--- src/hdl/lsra_pkg.sv ---
// Shared constants and helper functions of the linear scan register allocator.
package lsra_pkg;

    localparam int OffsetBits = 20;
    localparam logic [OffsetBits-1:0] OffsetBase = 20'd16;
    localparam logic [OffsetBits-1:0] OffsetCap  = 20'hFFFF0;
    localparam logic [OffsetBits-1:0] GprSlot    = 20'd8;
    localparam logic [OffsetBits-1:0] VecSlot    = 20'd16;
    localparam int GprPoolLen = 17;
    localparam int VecPoolLen = 32;

    // Pool order: caller-saved first, then callee-saved.
    function automatic logic [4:0] pool_reg(input logic cls, input logic [4:0] idx);
        logic [4:0] r;
        begin
            r = 5'd0;
            if (cls)
            begin
                if (idx < 5'd8)
                    r = idx;
                else if (idx < 5'd24)
                    r = idx + 5'd8;
                else
                    r = idx - 5'd16;
            end
            else
            begin
                if (idx < 5'd7)
                    r = idx + 5'd9;
                else
                    r = idx + 5'd12;
            end
            return r;
        end
    endfunction

    function automatic logic is_callee(input logic cls, input logic [4:0] r);
        begin
            if (cls)
                return (r >= 5'd8) && (r <= 5'd15);
            return (r >= 5'd19) && (r <= 5'd28);
        end
    endfunction

endpackage

--- src/hdl/lsra_slot.sv ---
// Spill slot offset counter with saturation.
module lsra_slot
(
    input  logic                              clk,
    input  logic                              rst_n,
    input  logic                              take,
    input  logic                              cls,
    output logic [lsra_pkg::OffsetBits-1:0]   offset,
    output logic [lsra_pkg::OffsetBits-1:0]   offset_next_total
);
    logic [lsra_pkg::OffsetBits-1:0] offset_reg;
    logic [lsra_pkg::OffsetBits:0]   sum;
    logic [lsra_pkg::OffsetBits-1:0] offset_next;

    // Advance by slot size, saturate at the cap
    always_comb
    begin
        sum = {1'b0, offset_reg} + {1'b0, (cls ? lsra_pkg::VecSlot : lsra_pkg::GprSlot)};
        if (sum > {1'b0, lsra_pkg::OffsetCap})
            offset_next = lsra_pkg::OffsetCap;
        else
            offset_next = sum[lsra_pkg::OffsetBits-1:0];
    end

    always_ff @(posedge clk or negedge rst_n)
    begin
        if (!rst_n)
            offset_reg <= lsra_pkg::OffsetBase;
        else if (take)
            offset_reg <= offset_next;
    end

    assign offset = offset_reg;
    // Total after this request, rounded up to 16
    always_comb
    begin
        if (take)
            offset_next_total = (offset_next + 20'd15) & ~20'd15;
        else
            offset_next_total = (offset_reg + 20'd15) & ~20'd15;
    end
endmodule

--- src/hdl/linear_scan_register_allocator_unit.sv ---
// Top level of the linear scan register allocator.
// Usage: drive the interval fields and pulse start while busy is low; the
// request is taken at that edge and busy rises until the result is given.
// Each request then runs a small sequencer over the active table, one entry
// a cycle through a single compare unit:
//   pass 1: expire entries ending before the start, find the first free
//     entry and the furthest end / newest entry of the class;
//   pool search (no search when pinned);
//   pass 2 only when no register is free and the newest entry of the class
//     does not hold the furthest end;
//   the write state, then the done state that raises done.
// busy falls at the same edge as done rises, so the next request can be taken
// while done is high. done is high for one cycle with the result on the
// result ports; the receiver cannot stall it. Reset clears the valid bits,
// busy masks, insert counter and sets the spill offset to 16.
module linear_scan_register_allocator_unit
#(
    parameter int ACTIVE_DEPTH = 64,
    parameter int POINT_BITS   = 16,
    parameter int ID_BITS      = 16
)
(
    input  logic        clk,
    input  logic        rst_n,
    input  logic        start,
    output logic        busy,
    output logic        done,
    input  logic [15:0] interval_id,
    input  logic [15:0] interval_start,
    input  logic [15:0] interval_end,
    input  logic        vector_class,
    input  logic        pinned,
    input  logic [4:0]  pinned_reg,
    output logic        result_kind,
    output logic [4:0]  assigned_reg,
    output logic [19:0] slot_offset,
    output logic        callee_saved_used,
    output logic        victim_valid,
    output logic [15:0] victim_id,
    output logic [19:0] victim_offset,
    output logic [19:0] spill_total,
    output logic        table_overflow
);
    localparam int AW = (ACTIVE_DEPTH > 1) ? $clog2(ACTIVE_DEPTH) : 1;
    localparam logic [AW:0] LAST = (AW+1)'(ACTIVE_DEPTH - 1);

    typedef enum logic [2:0] {S_IDLE, S_SCAN, S_POOL, S_SCAN2, S_WRITE, S_DONE} state_t;

    // Table memory
    logic [POINT_BITS-1:0] mem_end   [ACTIVE_DEPTH];
    logic [4:0]            mem_reg   [ACTIVE_DEPTH];
    logic                  mem_cls   [ACTIVE_DEPTH];
    logic [ID_BITS-1:0]    mem_ident [ACTIVE_DEPTH];
    logic [15:0]           mem_order [ACTIVE_DEPTH];
    logic [ACTIVE_DEPTH-1:0] valid_reg;

    state_t state_reg;
    logic [AW:0] idx_reg;
    logic [4:0]  pidx_reg;
    logic [ID_BITS-1:0] id_reg;
    logic [POINT_BITS-1:0] st_reg, en_reg;
    logic cls_reg, pin_reg;
    logic [4:0] preg_reg;
    logic [15:0] icount_reg;
    logic [31:0] gmask_reg, vmask_reg;
    logic free_found_reg;
    logic [AW-1:0] free_idx_reg;
    logic any_reg, newest_has_reg;
    logic [POINT_BITS-1:0] best_end_reg, newest_end_reg;
    logic [15:0] newest_age_reg, first_age_reg;
    logic [AW-1:0] newest_reg, first_reg;
    logic [ID_BITS-1:0] newest_ident_reg, first_ident_reg;
    logic [4:0] newest_vreg_reg, first_vreg_reg;
    logic first_any_reg;
    logic reg_ok_reg;
    logic [4:0] areg_reg;

    // Registered read of the entry under the scan index
    logic [POINT_BITS-1:0] r_end;
    logic [4:0]  r_reg;
    logic        r_cls;
    logic [ID_BITS-1:0] r_ident;
    logic [15:0] r_order;
    logic        r_valid;
    logic [AW-1:0] r_idx;
    logic        r_live;

    // Result registers
    logic        kind_reg, callee_reg, vvalid_reg, ovf_reg, done_reg;
    logic [4:0]  out_reg_reg;
    logic [19:0] slot_reg, voff_reg, total_reg;
    logic [15:0] vid_reg;

    // Slot counter
    logic slot_take;
    logic [19:0] slot_at, slot_total;
    lsra_slot u_slot
    (
        .clk(clk), .rst_n(rst_n), .take(slot_take), .cls(cls_reg),
        .offset(slot_at), .offset_next_total(slot_total)
    );

    wire [AW-1:0] idx = idx_reg[AW-1:0];
    wire [31:0] cmask = cls_reg ? vmask_reg : gmask_reg;
    wire [4:0]  cand = lsra_pkg::pool_reg(cls_reg, pidx_reg);
    wire [4:0]  plen = cls_reg ? 5'd31 : 5'd16;
    wire [15:0] r_age = icount_reg - r_order;
    wire same = r_live && r_valid && (r_cls == cls_reg);
    wire expire = r_live && r_valid && (r_end < st_reg);

    // Decision made at the write step
    logic do_victim;
    logic [AW-1:0] vic_idx;
    logic [4:0] vic_reg;
    logic [ID_BITS-1:0] vic_ident;
    always_comb
    begin
        vic_idx = newest_has_reg ? newest_reg : first_reg;
        vic_reg = newest_has_reg ? newest_vreg_reg : first_vreg_reg;
        vic_ident = newest_has_reg ? newest_ident_reg : first_ident_reg;
        do_victim = any_reg && !reg_ok_reg && (best_end_reg > en_reg);
    end
    assign slot_take = (state_reg == S_WRITE) &&
                       ((reg_ok_reg && !free_found_reg) || !reg_ok_reg);

    // Memory reads and writes
    always_ff @(posedge clk)
    begin
        r_end   <= mem_end[idx];
        r_reg   <= mem_reg[idx];
        r_cls   <= mem_cls[idx];
        r_ident <= mem_ident[idx];
        r_order <= mem_order[idx];
        r_idx   <= idx;
        if (state_reg == S_WRITE && ((reg_ok_reg && free_found_reg) || do_victim))
        begin
            mem_end[reg_ok_reg ? free_idx_reg : vic_idx]   <= en_reg;
            mem_reg[reg_ok_reg ? free_idx_reg : vic_idx]   <= reg_ok_reg ? areg_reg : vic_reg;
            mem_cls[reg_ok_reg ? free_idx_reg : vic_idx]   <= cls_reg;
            mem_ident[reg_ok_reg ? free_idx_reg : vic_idx] <= id_reg;
            mem_order[reg_ok_reg ? free_idx_reg : vic_idx] <= icount_reg;
        end
    end

    // Sequencer
    always_ff @(posedge clk or negedge rst_n)
    begin
        if (!rst_n)
        begin
            state_reg <= S_IDLE; idx_reg <= '0; pidx_reg <= '0;
            valid_reg <= '0; icount_reg <= '0; gmask_reg <= '0; vmask_reg <= '0;
            r_live <= 1'b0; r_valid <= 1'b0; done_reg <= 1'b0;
            id_reg <= '0; st_reg <= '0; en_reg <= '0; cls_reg <= 1'b0; pin_reg <= 1'b0;
            preg_reg <= '0; free_found_reg <= 1'b0; free_idx_reg <= '0;
            any_reg <= 1'b0; newest_has_reg <= 1'b0; best_end_reg <= '0;
            newest_end_reg <= '0; newest_age_reg <= '0; first_age_reg <= '0;
            newest_reg <= '0; first_reg <= '0; first_any_reg <= 1'b0;
            newest_ident_reg <= '0; first_ident_reg <= '0;
            newest_vreg_reg <= '0; first_vreg_reg <= '0;
            reg_ok_reg <= 1'b0; areg_reg <= '0;
            kind_reg <= 1'b0; callee_reg <= 1'b0; vvalid_reg <= 1'b0; ovf_reg <= 1'b0;
            out_reg_reg <= '0; slot_reg <= '0; voff_reg <= '0; total_reg <= '0;
            vid_reg <= '0;
        end
        else
        begin
            done_reg <= 1'b0;
            r_valid <= valid_reg[idx];
            unique case (state_reg)
                S_IDLE:
                begin
                    r_live <= 1'b0;
                    if (start)
                    begin
                        id_reg <= ID_BITS'(interval_id);
                        st_reg <= POINT_BITS'(interval_start);
                        en_reg <= POINT_BITS'(interval_end);
                        cls_reg <= vector_class; pin_reg <= pinned; preg_reg <= pinned_reg;
                        idx_reg <= '0; pidx_reg <= '0;
                        free_found_reg <= 1'b0; any_reg <= 1'b0; first_any_reg <= 1'b0;
                        state_reg <= S_SCAN;
                    end
                end
                S_SCAN:
                begin
                    // Issue reads; process the entry read last cycle
                    r_live <= (idx_reg <= LAST);
                    if (idx_reg <= LAST)
                        idx_reg <= idx_reg + 1'b1;
                    if (expire)
                    begin
                        valid_reg[r_idx] <= 1'b0;
                        if (r_cls)
                            vmask_reg[r_reg] <= 1'b0;
                        else
                            gmask_reg[r_reg] <= 1'b0;
                        if (!free_found_reg)
                        begin
                            free_found_reg <= 1'b1; free_idx_reg <= r_idx;
                        end
                    end
                    else if (r_live && !r_valid && !free_found_reg)
                    begin
                        free_found_reg <= 1'b1; free_idx_reg <= r_idx;
                    end
                    if (same && !expire)
                    begin
                        if (!any_reg || r_end > best_end_reg)
                            best_end_reg <= r_end;
                        any_reg <= 1'b1;
                        if (!any_reg || r_age < newest_age_reg)
                        begin
                            newest_reg <= r_idx; newest_age_reg <= r_age;
                            newest_end_reg <= r_end;
                            newest_ident_reg <= r_ident; newest_vreg_reg <= r_reg;
                        end
                    end
                    if (!r_live && idx_reg > LAST)
                    begin
                        state_reg <= S_POOL;
                        reg_ok_reg <= pin_reg;
                        areg_reg <= preg_reg;
                    end
                end
                S_POOL:
                begin
                    newest_has_reg <= newest_end_reg == best_end_reg;
                    if (pin_reg)
                        state_reg <= S_WRITE;
                    else if (!cmask[cand])
                    begin
                        reg_ok_reg <= 1'b1; areg_reg <= cand; state_reg <= S_WRITE;
                    end
                    else if (pidx_reg == plen)
                    begin
                        idx_reg <= '0; r_live <= 1'b0;
                        state_reg <= (any_reg && newest_end_reg != best_end_reg)
                                     ? S_SCAN2 : S_WRITE;
                    end
                    else
                        pidx_reg <= pidx_reg + 1'b1;
                end
                S_SCAN2:
                begin
                    r_live <= (idx_reg <= LAST);
                    if (idx_reg <= LAST)
                        idx_reg <= idx_reg + 1'b1;
                    if (same && r_end == best_end_reg &&
                        (!first_any_reg || r_age > first_age_reg))
                    begin
                        first_any_reg <= 1'b1; first_reg <= r_idx; first_age_reg <= r_age;
                        first_ident_reg <= r_ident; first_vreg_reg <= r_reg;
                    end
                    if (!r_live && idx_reg > LAST)
                        state_reg <= S_WRITE;
                end
                S_WRITE:
                begin
                    kind_reg <= 1'b0; callee_reg <= 1'b0; vvalid_reg <= 1'b0;
                    ovf_reg <= 1'b0; out_reg_reg <= '0; slot_reg <= '0;
                    voff_reg <= '0; vid_reg <= '0;
                    if (reg_ok_reg)
                    begin
                        if (free_found_reg)
                        begin
                            valid_reg[free_idx_reg] <= 1'b1;
                            icount_reg <= icount_reg + 1'b1;
                            if (cls_reg)
                                vmask_reg[areg_reg] <= 1'b1;
                            else
                                gmask_reg[areg_reg] <= 1'b1;
                            out_reg_reg <= areg_reg;
                            callee_reg <= !pin_reg && lsra_pkg::is_callee(cls_reg, areg_reg);
                        end
                        else
                        begin
                            kind_reg <= 1'b1; slot_reg <= slot_at; ovf_reg <= 1'b1;
                        end
                    end
                    else if (do_victim)
                    begin
                        vvalid_reg <= 1'b1;
                        vid_reg <= 16'(vic_ident);
                        voff_reg <= slot_at;
                        out_reg_reg <= vic_reg;
                        icount_reg <= icount_reg + 1'b1;
                    end
                    else
                    begin
                        kind_reg <= 1'b1; slot_reg <= slot_at;
                    end
                    total_reg <= slot_total;
                    state_reg <= S_DONE;
                end
                S_DONE:
                begin
                    done_reg <= 1'b1;
                    state_reg <= S_IDLE;
                end
                default: state_reg <= S_IDLE;
            endcase
        end
    end

    assign busy = (state_reg != S_IDLE);
    assign done = done_reg;
    assign result_kind = kind_reg;
    assign assigned_reg = out_reg_reg;
    assign slot_offset = slot_reg;
    assign callee_saved_used = callee_reg;
    assign victim_valid = vvalid_reg;
    assign victim_id = vid_reg;
    assign victim_offset = voff_reg;
    assign spill_total = total_reg;
    assign table_overflow = ovf_reg;
endmodule

--- config.mk ---
export PLATFORM = sky130hd
export DESIGN_NAME = linear_scan_register_allocator_unit
export DESIGN_NICKNAME = d
export VERILOG_FILES = /design/src/hdl/lsra_pkg.sv /design/src/hdl/lsra_slot.sv /design/src/hdl/linear_scan_register_allocator_unit.sv
export SDC_FILE = /design/constraint.sdc
export NUM_CORES = 2
export LEC_CHECK = 0
export BUFFER_PORTS_ARGS = -buffer_cell sky130_fd_sc_hd__clkbuf_2
export CAP_MARGIN = 20
export CORE_ASPECT_RATIO = 1.5
export CORE_MARGIN = 1
export CORE_UTILIZATION = 57
export CTS_BUF_LIST = sky130_fd_sc_hd__clkbuf_8 sky130_fd_sc_hd__clkbuf_16
export CTS_CLUSTER_DIAMETER = 100
export CTS_CLUSTER_SIZE = 28
export DETAILED_ROUTE_END_ITERATION = 12
export MAX_ROUTING_LAYER = met4
export PLACE_DENSITY = 0.77
export SYNTH_ARGS = -nofsm -noshare
export SYNTH_HDL_FRONTEND = slang
export SYNTH_HIERARCHICAL = 1
export SYNTH_SLANG_ARGS = --single-unit
export TNS_END_PERCENT = 5
--- constraint.sdc ---
create_clock -name clk -period 6 [get_ports clk]
set_clock_uncertainty 0.15 [all_clocks]
set_input_delay 0.3 -clock clk [delete_from_list [all_inputs] [get_ports clk]]
set_output_delay 0.3 -clock clk [all_outputs]
set_load 0.02 [all_outputs]
Word-level counts from Yosys, hierarchy flattened
Memory sizes are Yosys's and may differ from the RTL's. A register that Yosys moved wholly into a read port is not among the register bits. Cells that the tools add are included.

Flip-flop bits (word level): 462. Bits in latches: 0. Bits in writable memories: 3456. ROM bits: 0. Input bits: 58. Output and inout bits: 87. Logic and storage cells: 306. Memories: 5.

Memory list: mem_end (words 64, width 16, read ports 1, clocked after Yosys merged registers in 1, wr ports 1, line linear_scan_register_allocator_unit.sv:50) `logic [POINT_BITS-1:0] mem_end [ACTIVE_DEPTH];`; mem_ident (words 64, width 16, read ports 1, clocked after Yosys merged registers in 1, wr ports 1, line linear_scan_register_allocator_unit.sv:53) `logic [ID_BITS-1:0] mem_ident [ACTIVE_DEPTH];`; mem_order (words 64, width 16, read ports 1, clocked after Yosys merged registers in 1, wr ports 1, line linear_scan_register_allocator_unit.sv:54) `logic [15:0] mem_order [ACTIVE_DEPTH];`; mem_reg (words 64, width 5, read ports 1, clocked after Yosys merged registers in 1, wr ports 1, line linear_scan_register_allocator_unit.sv:51) `logic [4:0] mem_reg [ACTIVE_DEPTH];`; mem_cls (words 64, width 1, read ports 1, clocked after Yosys merged registers in 1, wr ports 1, line linear_scan_register_allocator_unit.sv:52) `logic mem_cls [ACTIVE_DEPTH];`.

Add/subtract/negate cells: 11. Multipliers: 0. Div/mod/pow operators: 0. Order comparisons: 25. Equality and inequality tests: 32. Shifts and indexed selects: 0. Mux-type cells: 117. Bitwise gates (word level): 8. Reduce and logical (&&, ||, !) cells: 64.

Operators by type and width (number): $mux W32 (11); $mux W64 (3); $mux W20 (7); $pmux W32 S2 (2); $pmux W64 S2 (1); $mux W16 (6); $mux W5 (17); $and A32 B32 Y32 (2); $and A64 B64 Y64 (1); $not A64 Y64 (1); $or A32 B32 Y32 (2); $or A64 B64 Y64 (1); $gt A16 B16 Y1 (3); $add A20 B4 Y20 const B (2); $ne A2 B2 Y1 const B (19); $mux W1 (37); $mux W7 (5); $eq A16 B16 Y1 (2); $lt A16 B16 Y1 (2); $not A32 Y32 (1); $mux W6 (5); $logic_and A1 B1 Y1 (23); $add A20 B20 Y21 (1); $gt A21 B20 Y1 const B (1); 50 further kinds (102).

Longest topological paths before layout
Depth in word-level cells: 11. Depth in mapped cells: 22. Mapped depth without buffers: 21.

By module
Netlist, hierarchy kept.

By module, submodules not included: linear_scan_register_allocator_unit (instances 1, cells each 7183, area each 154190.4 µm², sequential area each 115891.1 µm²); lsra_slot (instances 1, cells each 226, area each 1889.3 µm², sequential area each 501.7 µm²).

Least setup slack after synthesis
No wires, ideal clock.

Path kind: register to register. Start point: reg en_reg[5]. End point: mem mem_cls[44] (enable). Setup time: 0.466 ns. Arrival: 5.556 ns. Data required time: 5.384 ns. Slack: -0.172 ns. Stages on the path, launching flop included: 13. Buffers on the path: 1. Clock period less this slack: 6.172 ns. Cell sequence: dfrtp_1 > inv_1 > ha_1 > a21o_1 > a21o_1 > a21oi_1 > o21a_1 > o211ai_1 > a21oi_1 > nor2_1 > clkbuf_1 > nand3_1 > nor2_1.

Cells in the longest elaborated chain, start to end: 6.

RTL lines: start: declaration (line linear_scan_register_allocator_unit.sv:61) `logic [POINT_BITS-1:0] st_reg, en_reg;`; start signal: assignment (line linear_scan_register_allocator_unit.sv:177) `en_reg <= POINT_BITS'(interval_end);`; $gt A16 B16 Y1 (line linear_scan_register_allocator_unit.sv:121) `do_victim = any_reg && !reg_ok_reg && (best_end_reg > en_reg);`; $logic_and A1 B1 Y1 (line linear_scan_register_allocator_unit.sv:121); $logic_or A1 B1 Y1 (line linear_scan_register_allocator_unit.sv:135) `if (state_reg == S_WRITE && ((reg_ok_reg && free_found_reg) || do_victim))`; $logic_and A1 B1 Y1 (line linear_scan_register_allocator_unit.sv:135); $mux W1 (line linear_scan_register_allocator_unit.sv:135); $mux W1 (line linear_scan_register_allocator_unit.sv:139) `mem_cls[reg_ok_reg ? free_idx_reg : vic_idx] <= cls_reg;`; end: declaration (line linear_scan_register_allocator_unit.sv:52).

No other way between the ends.

Worst setup path in the final report
Start point: reg icount_reg[0]. End point: reg first_ident_reg[6].

Cells in the longest elaborated chain, start to end: 5.

RTL lines: start: declaration (line linear_scan_register_allocator_unit.sv:64) `logic [15:0] icount_reg;`; start signal: assignment (line linear_scan_register_allocator_unit.sv:267) `icount_reg <= icount_reg + 1'b1;`; start signal: assignment (line linear_scan_register_allocator_unit.sv:286) `icount_reg <= icount_reg + 1'b1;`; $sub A16 B16 Y16 (line linear_scan_register_allocator_unit.sv:107) `wire [15:0] r_age = icount_reg - r_order;`; via r_age[10] (line linear_scan_register_allocator_unit.sv:107); $gt A16 B16 Y1 (line linear_scan_register_allocator_unit.sv:249) `(!first_any_reg || r_age > first_age_reg))`; $logic_or A1 B1 Y1 (line linear_scan_register_allocator_unit.sv:249); $logic_and A1 B1 Y1 (line linear_scan_register_allocator_unit.sv:248) `if (same && r_end == best_end_reg &&`; $reduce_and A2 Y1 (no line); end signal: assignment (line linear_scan_register_allocator_unit.sv:252) `first_ident_reg <= r_ident; first_vreg_reg <= r_reg;`; end: declaration (line linear_scan_register_allocator_unit.sv:72) `logic [ID_BITS-1:0] newest_ident_reg, first_ident_reg;`.

The timed path passes the listed nets, and every way through them passes these cells. A chain may end at the register's enable or synchronous reset.

==> summary.md <==
| Metric | Value |
|---|---|
| Routed wire per std cell | approximately 37 um |
| Die area | about 280000 um^2 |
| Fmax | 0.1919 GHz |
| Mux cell area share after synthesis | ~18% |
| I/O Buffers | ~140 |
| Reg2Reg Setup Slack | just under 0.8 ns |
| DR vias/cell | approximately 7 |
| Async SR Flop Fraction | 11.48% |
| Min Clock Period, post-route | 5.211 ns |
| Number of distinct library cells after synthesis | a little under 100 |
| Post-synth EDFFs | 3456 |
| Worst-path cell chain | inv_1, ha_1, inv_1, fa_1, a21o_1, a21oi_1, o21bai_1, a31oi_1, o21ai_0, nor2_1, xnor2_1, ha_1, a21oi_1, nor2b_1, o21ai_0, nand2b_1, a21oi_1, o21ai_0, o21ai_4, buf_12, mux2_2 |
| Post-Syn Area per Cell | ~21 um^2 |
| Synth Area in Adders | less than 1% |
| Post-CTS Hold Buffers | between 150 and 200 |
| Synth Area in Compound Gates | around 2.5% |
| Fill count | ~18000 |
| Yosys warns | 6 |
| Overall power | slightly above 60000 uW |
| Die X-Extent | around 430 um |
| DRC viols | 0 |
| Worst VDD drop | 0.3439 mV |
| Via count | between 70000 and 80000 |
| #FFs+latches synth | 3972 |
| Status | completed |
| WP buf/inv | 3 |
| Hold EP | en_reg[7]$_DFFE_PN0P_ |
| Pre-Repair DR Iteration Count | 8 |
| CTS tree | built |
| # IOs | about 150 |
| Final Setup Violations | 0 |
| Row count | approximately 230 |
| Setup TNS | 0 ns |
| Post-CTS resize count | 0 |
| Worst slew pin tran | between 1 and 1.5 ns |
| R2R Path Start | icount_reg[0]$_DFFE_PN0P_ |
| Initial core utilization | a little under three fifths |
| Class of the worst hold path | input port to flop |
| Critical Path Start Type | flop |
| Critical Path AT | 5.84 ns |
| First-pass GRT wire length | 597200 um |
| Clock tree buffer depth | 4 |
| Worst-path clk slew | about 0.12 ns |
| Num CTS Buffers | around 170 |
| Max-cap viol count | 0 |
| Layout area overhead | 8.589% |
| Pwr dens | 360.6 nW/um^2 |
| Reg-to-reg endpoint | first_ident_reg[6]$_DFFE_PN0P_ |
| CP peak stage delay | ~0.63 ns |
| Hold wc startpoint | interval_end[7] |
| Core ar. | 271400 um^2 |
| Worst path slowest cell | o21ai_4 |
| Antenna violations before repair | 13 |
| Routed WL | 421900 um |
| Pin count of the biggest net entering global routing | approximately 140 |
| Final nets | about 8000 |
| Placement Setup Slack | 0.8460 ns |
| Synth Area in XOR/XNOR | 0.3752% |
| Largest regs | mem_end (1024), mem_ident (1024), mem_order (1024) |
| Placed wire-length estimate | 237000 um |
| Top post-synthesis cells by area | edfxtp_1 (66%), mux4_2 (17%), dfrtp_1 (7.3%), mux2_2 (0.98%), nand2_1 (0.89%) |
| Layout cells sized above 1 | approximately a quarter |
| Clk Latency, worst-skew pair | 0.90 ns |
| Gr ovfl total | 0 |
| Final hold vios | 0 |
| Commonest non-fill, non-tap cell in the layout | edfxtp_1 |
| LEAKAGE | between 0.05 and 0.06 uW |
| Top cell type by total area after synthesis | edfxtp_1 |
| Sequential share of the synthesized area | between 70% and 80% |
| Worst Reg2Reg Path Length in Cells | 21 |
| Hold Path Stages | 4 |
| Worst Path Class, Setup | flop to flop |
| GRT Total Usage | 31.66% |
| Peak fanout along the critical path | 27 |
| Slew Viols, Final | 0 |
| Routed Antenna Nets | 0 |
| Fin worst setup slack | 0.7893 ns |
| Post-synthesis simple-gate area fraction | 2.385% |
| Area share of the leading cell type in the synthesized netlist | 66.49% |
| Number of H-tree levels | 4 |
| Vias in the first global route | just over 80000 |
| Final period util | between 80% and 90% |
| DR iter-0 viols | around 11000 |
| Worst slew margin | a little over a fifth |
| Main combinational cell family by area after synthesis | multiplexers |
| Most frequent cells in the layout | edfxtp_1 (3456), mux4_2 (1158), dfrtp_1 (440), nand2_1 (366), inv_1 (207) |
| Main synth FF type | edfxtp_1 |
| Routability-driven placement congestion ratio | about 0.89 |
| CP top delay family | compound AO/OA/AOI/OAI gates |
| Worst Setup End Kind | flop |
| Post-CTS Setup Bufs | 0 |
| Die H | between 600 and 700 um |
| Root buf cell | clkbuf_16 |
| Post-synthesis cell area | 156100 um^2 |
| Worst EP required | between 6 and 7 ns |
| CTS sink cnt | between 3000 and 4000 |
| RSZ-0062 raised after global routing | false |
| Cells after synthesis | about 7400 |
metrics by stage:
| stage | instances | util (%) | hold WS [ns] | instance area (um^2) |
|---|---|---|---|---|
| floorplan | 7412 | - | -0.1456 | 156100 |
| global placement | 10970 | 60.11 | 0.2009 | 163200 |
| detailed placement | 10980 | 60.13 | 0.1864 | 163200 |
| CTS | 11390 | 62.41 | 0.01647 | 169400 |
| global route | 11400 | 62.44 | 0.09310 | 169500 |
| finish | 11410 | 62.45 | 0.06459 | 169500 |
layout make-up:
| type | instances | area [um^2] | share of cell area [%] |
|---|---|---|---|
| clock inverters | 88 | 349.1 | 0.2060 |
| inverters | 122 | 457.9 | 0.2702 |
| repair buffers | 576 | 5266 | 3.107 |
| diodes | 13 | 32.53 | 0.01919 |
| multi-input cells | 2929 | 38270 | 22.58 |
| flip-flops and latches | 3972 | 116400 | 68.70 |
| clock buffers | 170 | 4254 | 2.510 |
| well taps | 3540 | 4429 | 2.613 |
worst max-delay path by stage:
stage                                   start                             end  slack [ns]  cells after the start
global placement    icount_reg[0]$_DFFE_PN0P_  first_ident_reg[0]$_DFFE_PN0P_        0.71                     21
finish              icount_reg[0]$_DFFE_PN0P_  first_ident_reg[6]$_DFFE_PN0P_        0.79                     21
CTS                 icount_reg[0]$_DFFE_PN0P_  first_ident_reg[7]$_DFFE_PN0P_        0.83                     21
global route        icount_reg[0]$_DFFE_PN0P_  first_ident_reg[7]$_DFFE_PN0P_        0.42                     21
detailed placement  icount_reg[0]$_DFFE_PN0P_  first_ident_reg[7]$_DFFE_PN0P_        0.85                     21
floorplan               en_reg[5]$_DFFE_PN0P_           mem_cls[44]$_DFFE_PP_       -0.17                     12
worst register-to-register path, cell delays in order (launching register included):
cell and delay, ns:
dfrtp_1 0.40, inv_1 0.09, ha_1 0.20, inv_1 0.07
fa_1 0.40, a21o_1 0.19, a21oi_1 0.24, o21bai_1 0.11
a31oi_1 0.29, o21ai_0 0.17, nor2_1 0.14, xnor2_1 0.26
ha_1 0.33, a21oi_1 0.13, nor2b_1 0.06, o21ai_0 0.15
nand2b_1 0.07, a21oi_1 0.13, o21ai_0 0.19, o21ai_4 0.63
buf_12 0.31, mux2_2 0.42
synthesized netlist by cell type (12+ instances only):
cell type     n
a31oi_1      63
edfxtp_1   3456
xnor2_1      31
nor4_1       17
xor2_1       34
nand2b_1     21
and2_1       12
o31ai_1      77
mux2i_1      46
nor3_1       44
clkbuf_1    257
ha_1        104
nand2_1     369
inv_1       122
nand3_1      50
nor2_1      143
buf_1       110
and3_1       23
o21a_1       23
a21oi_1     127
a21o_1       25
nor2b_1      24
dfrtp_1     455
buf_2        13
o211ai_1     12
dfxtp_1      60
nand4_1      30
mux4_2     1158
mux2_2      136
o21ai_0     189
power by group:
group	internal, uW	switching [uW]	total [uW]
registers	31600	844	32400
logic	6810	8610	15400
clock network	5200	8060	13300
routing by layer:
metal  GRT usage (%)  routed length, um  share of wire, %
met1           37.01             134600                32
met5               -                  0                 0
met2           53.48             217700                52
met3           4.300              41280               9.8
met4           16.88              28410               6.7
kinds of logic after synthesis:
group	after synthesis
adder cells (fa/ha/maj)	106
buffers and inverters	511
XOR/XNOR	66
multiplexers	1345
other	1
AND/OR/NAND/NOR	793
AO/OA/AOI/OAI	615
flip-flops	3972
Power figures use the tool's default switching activity.
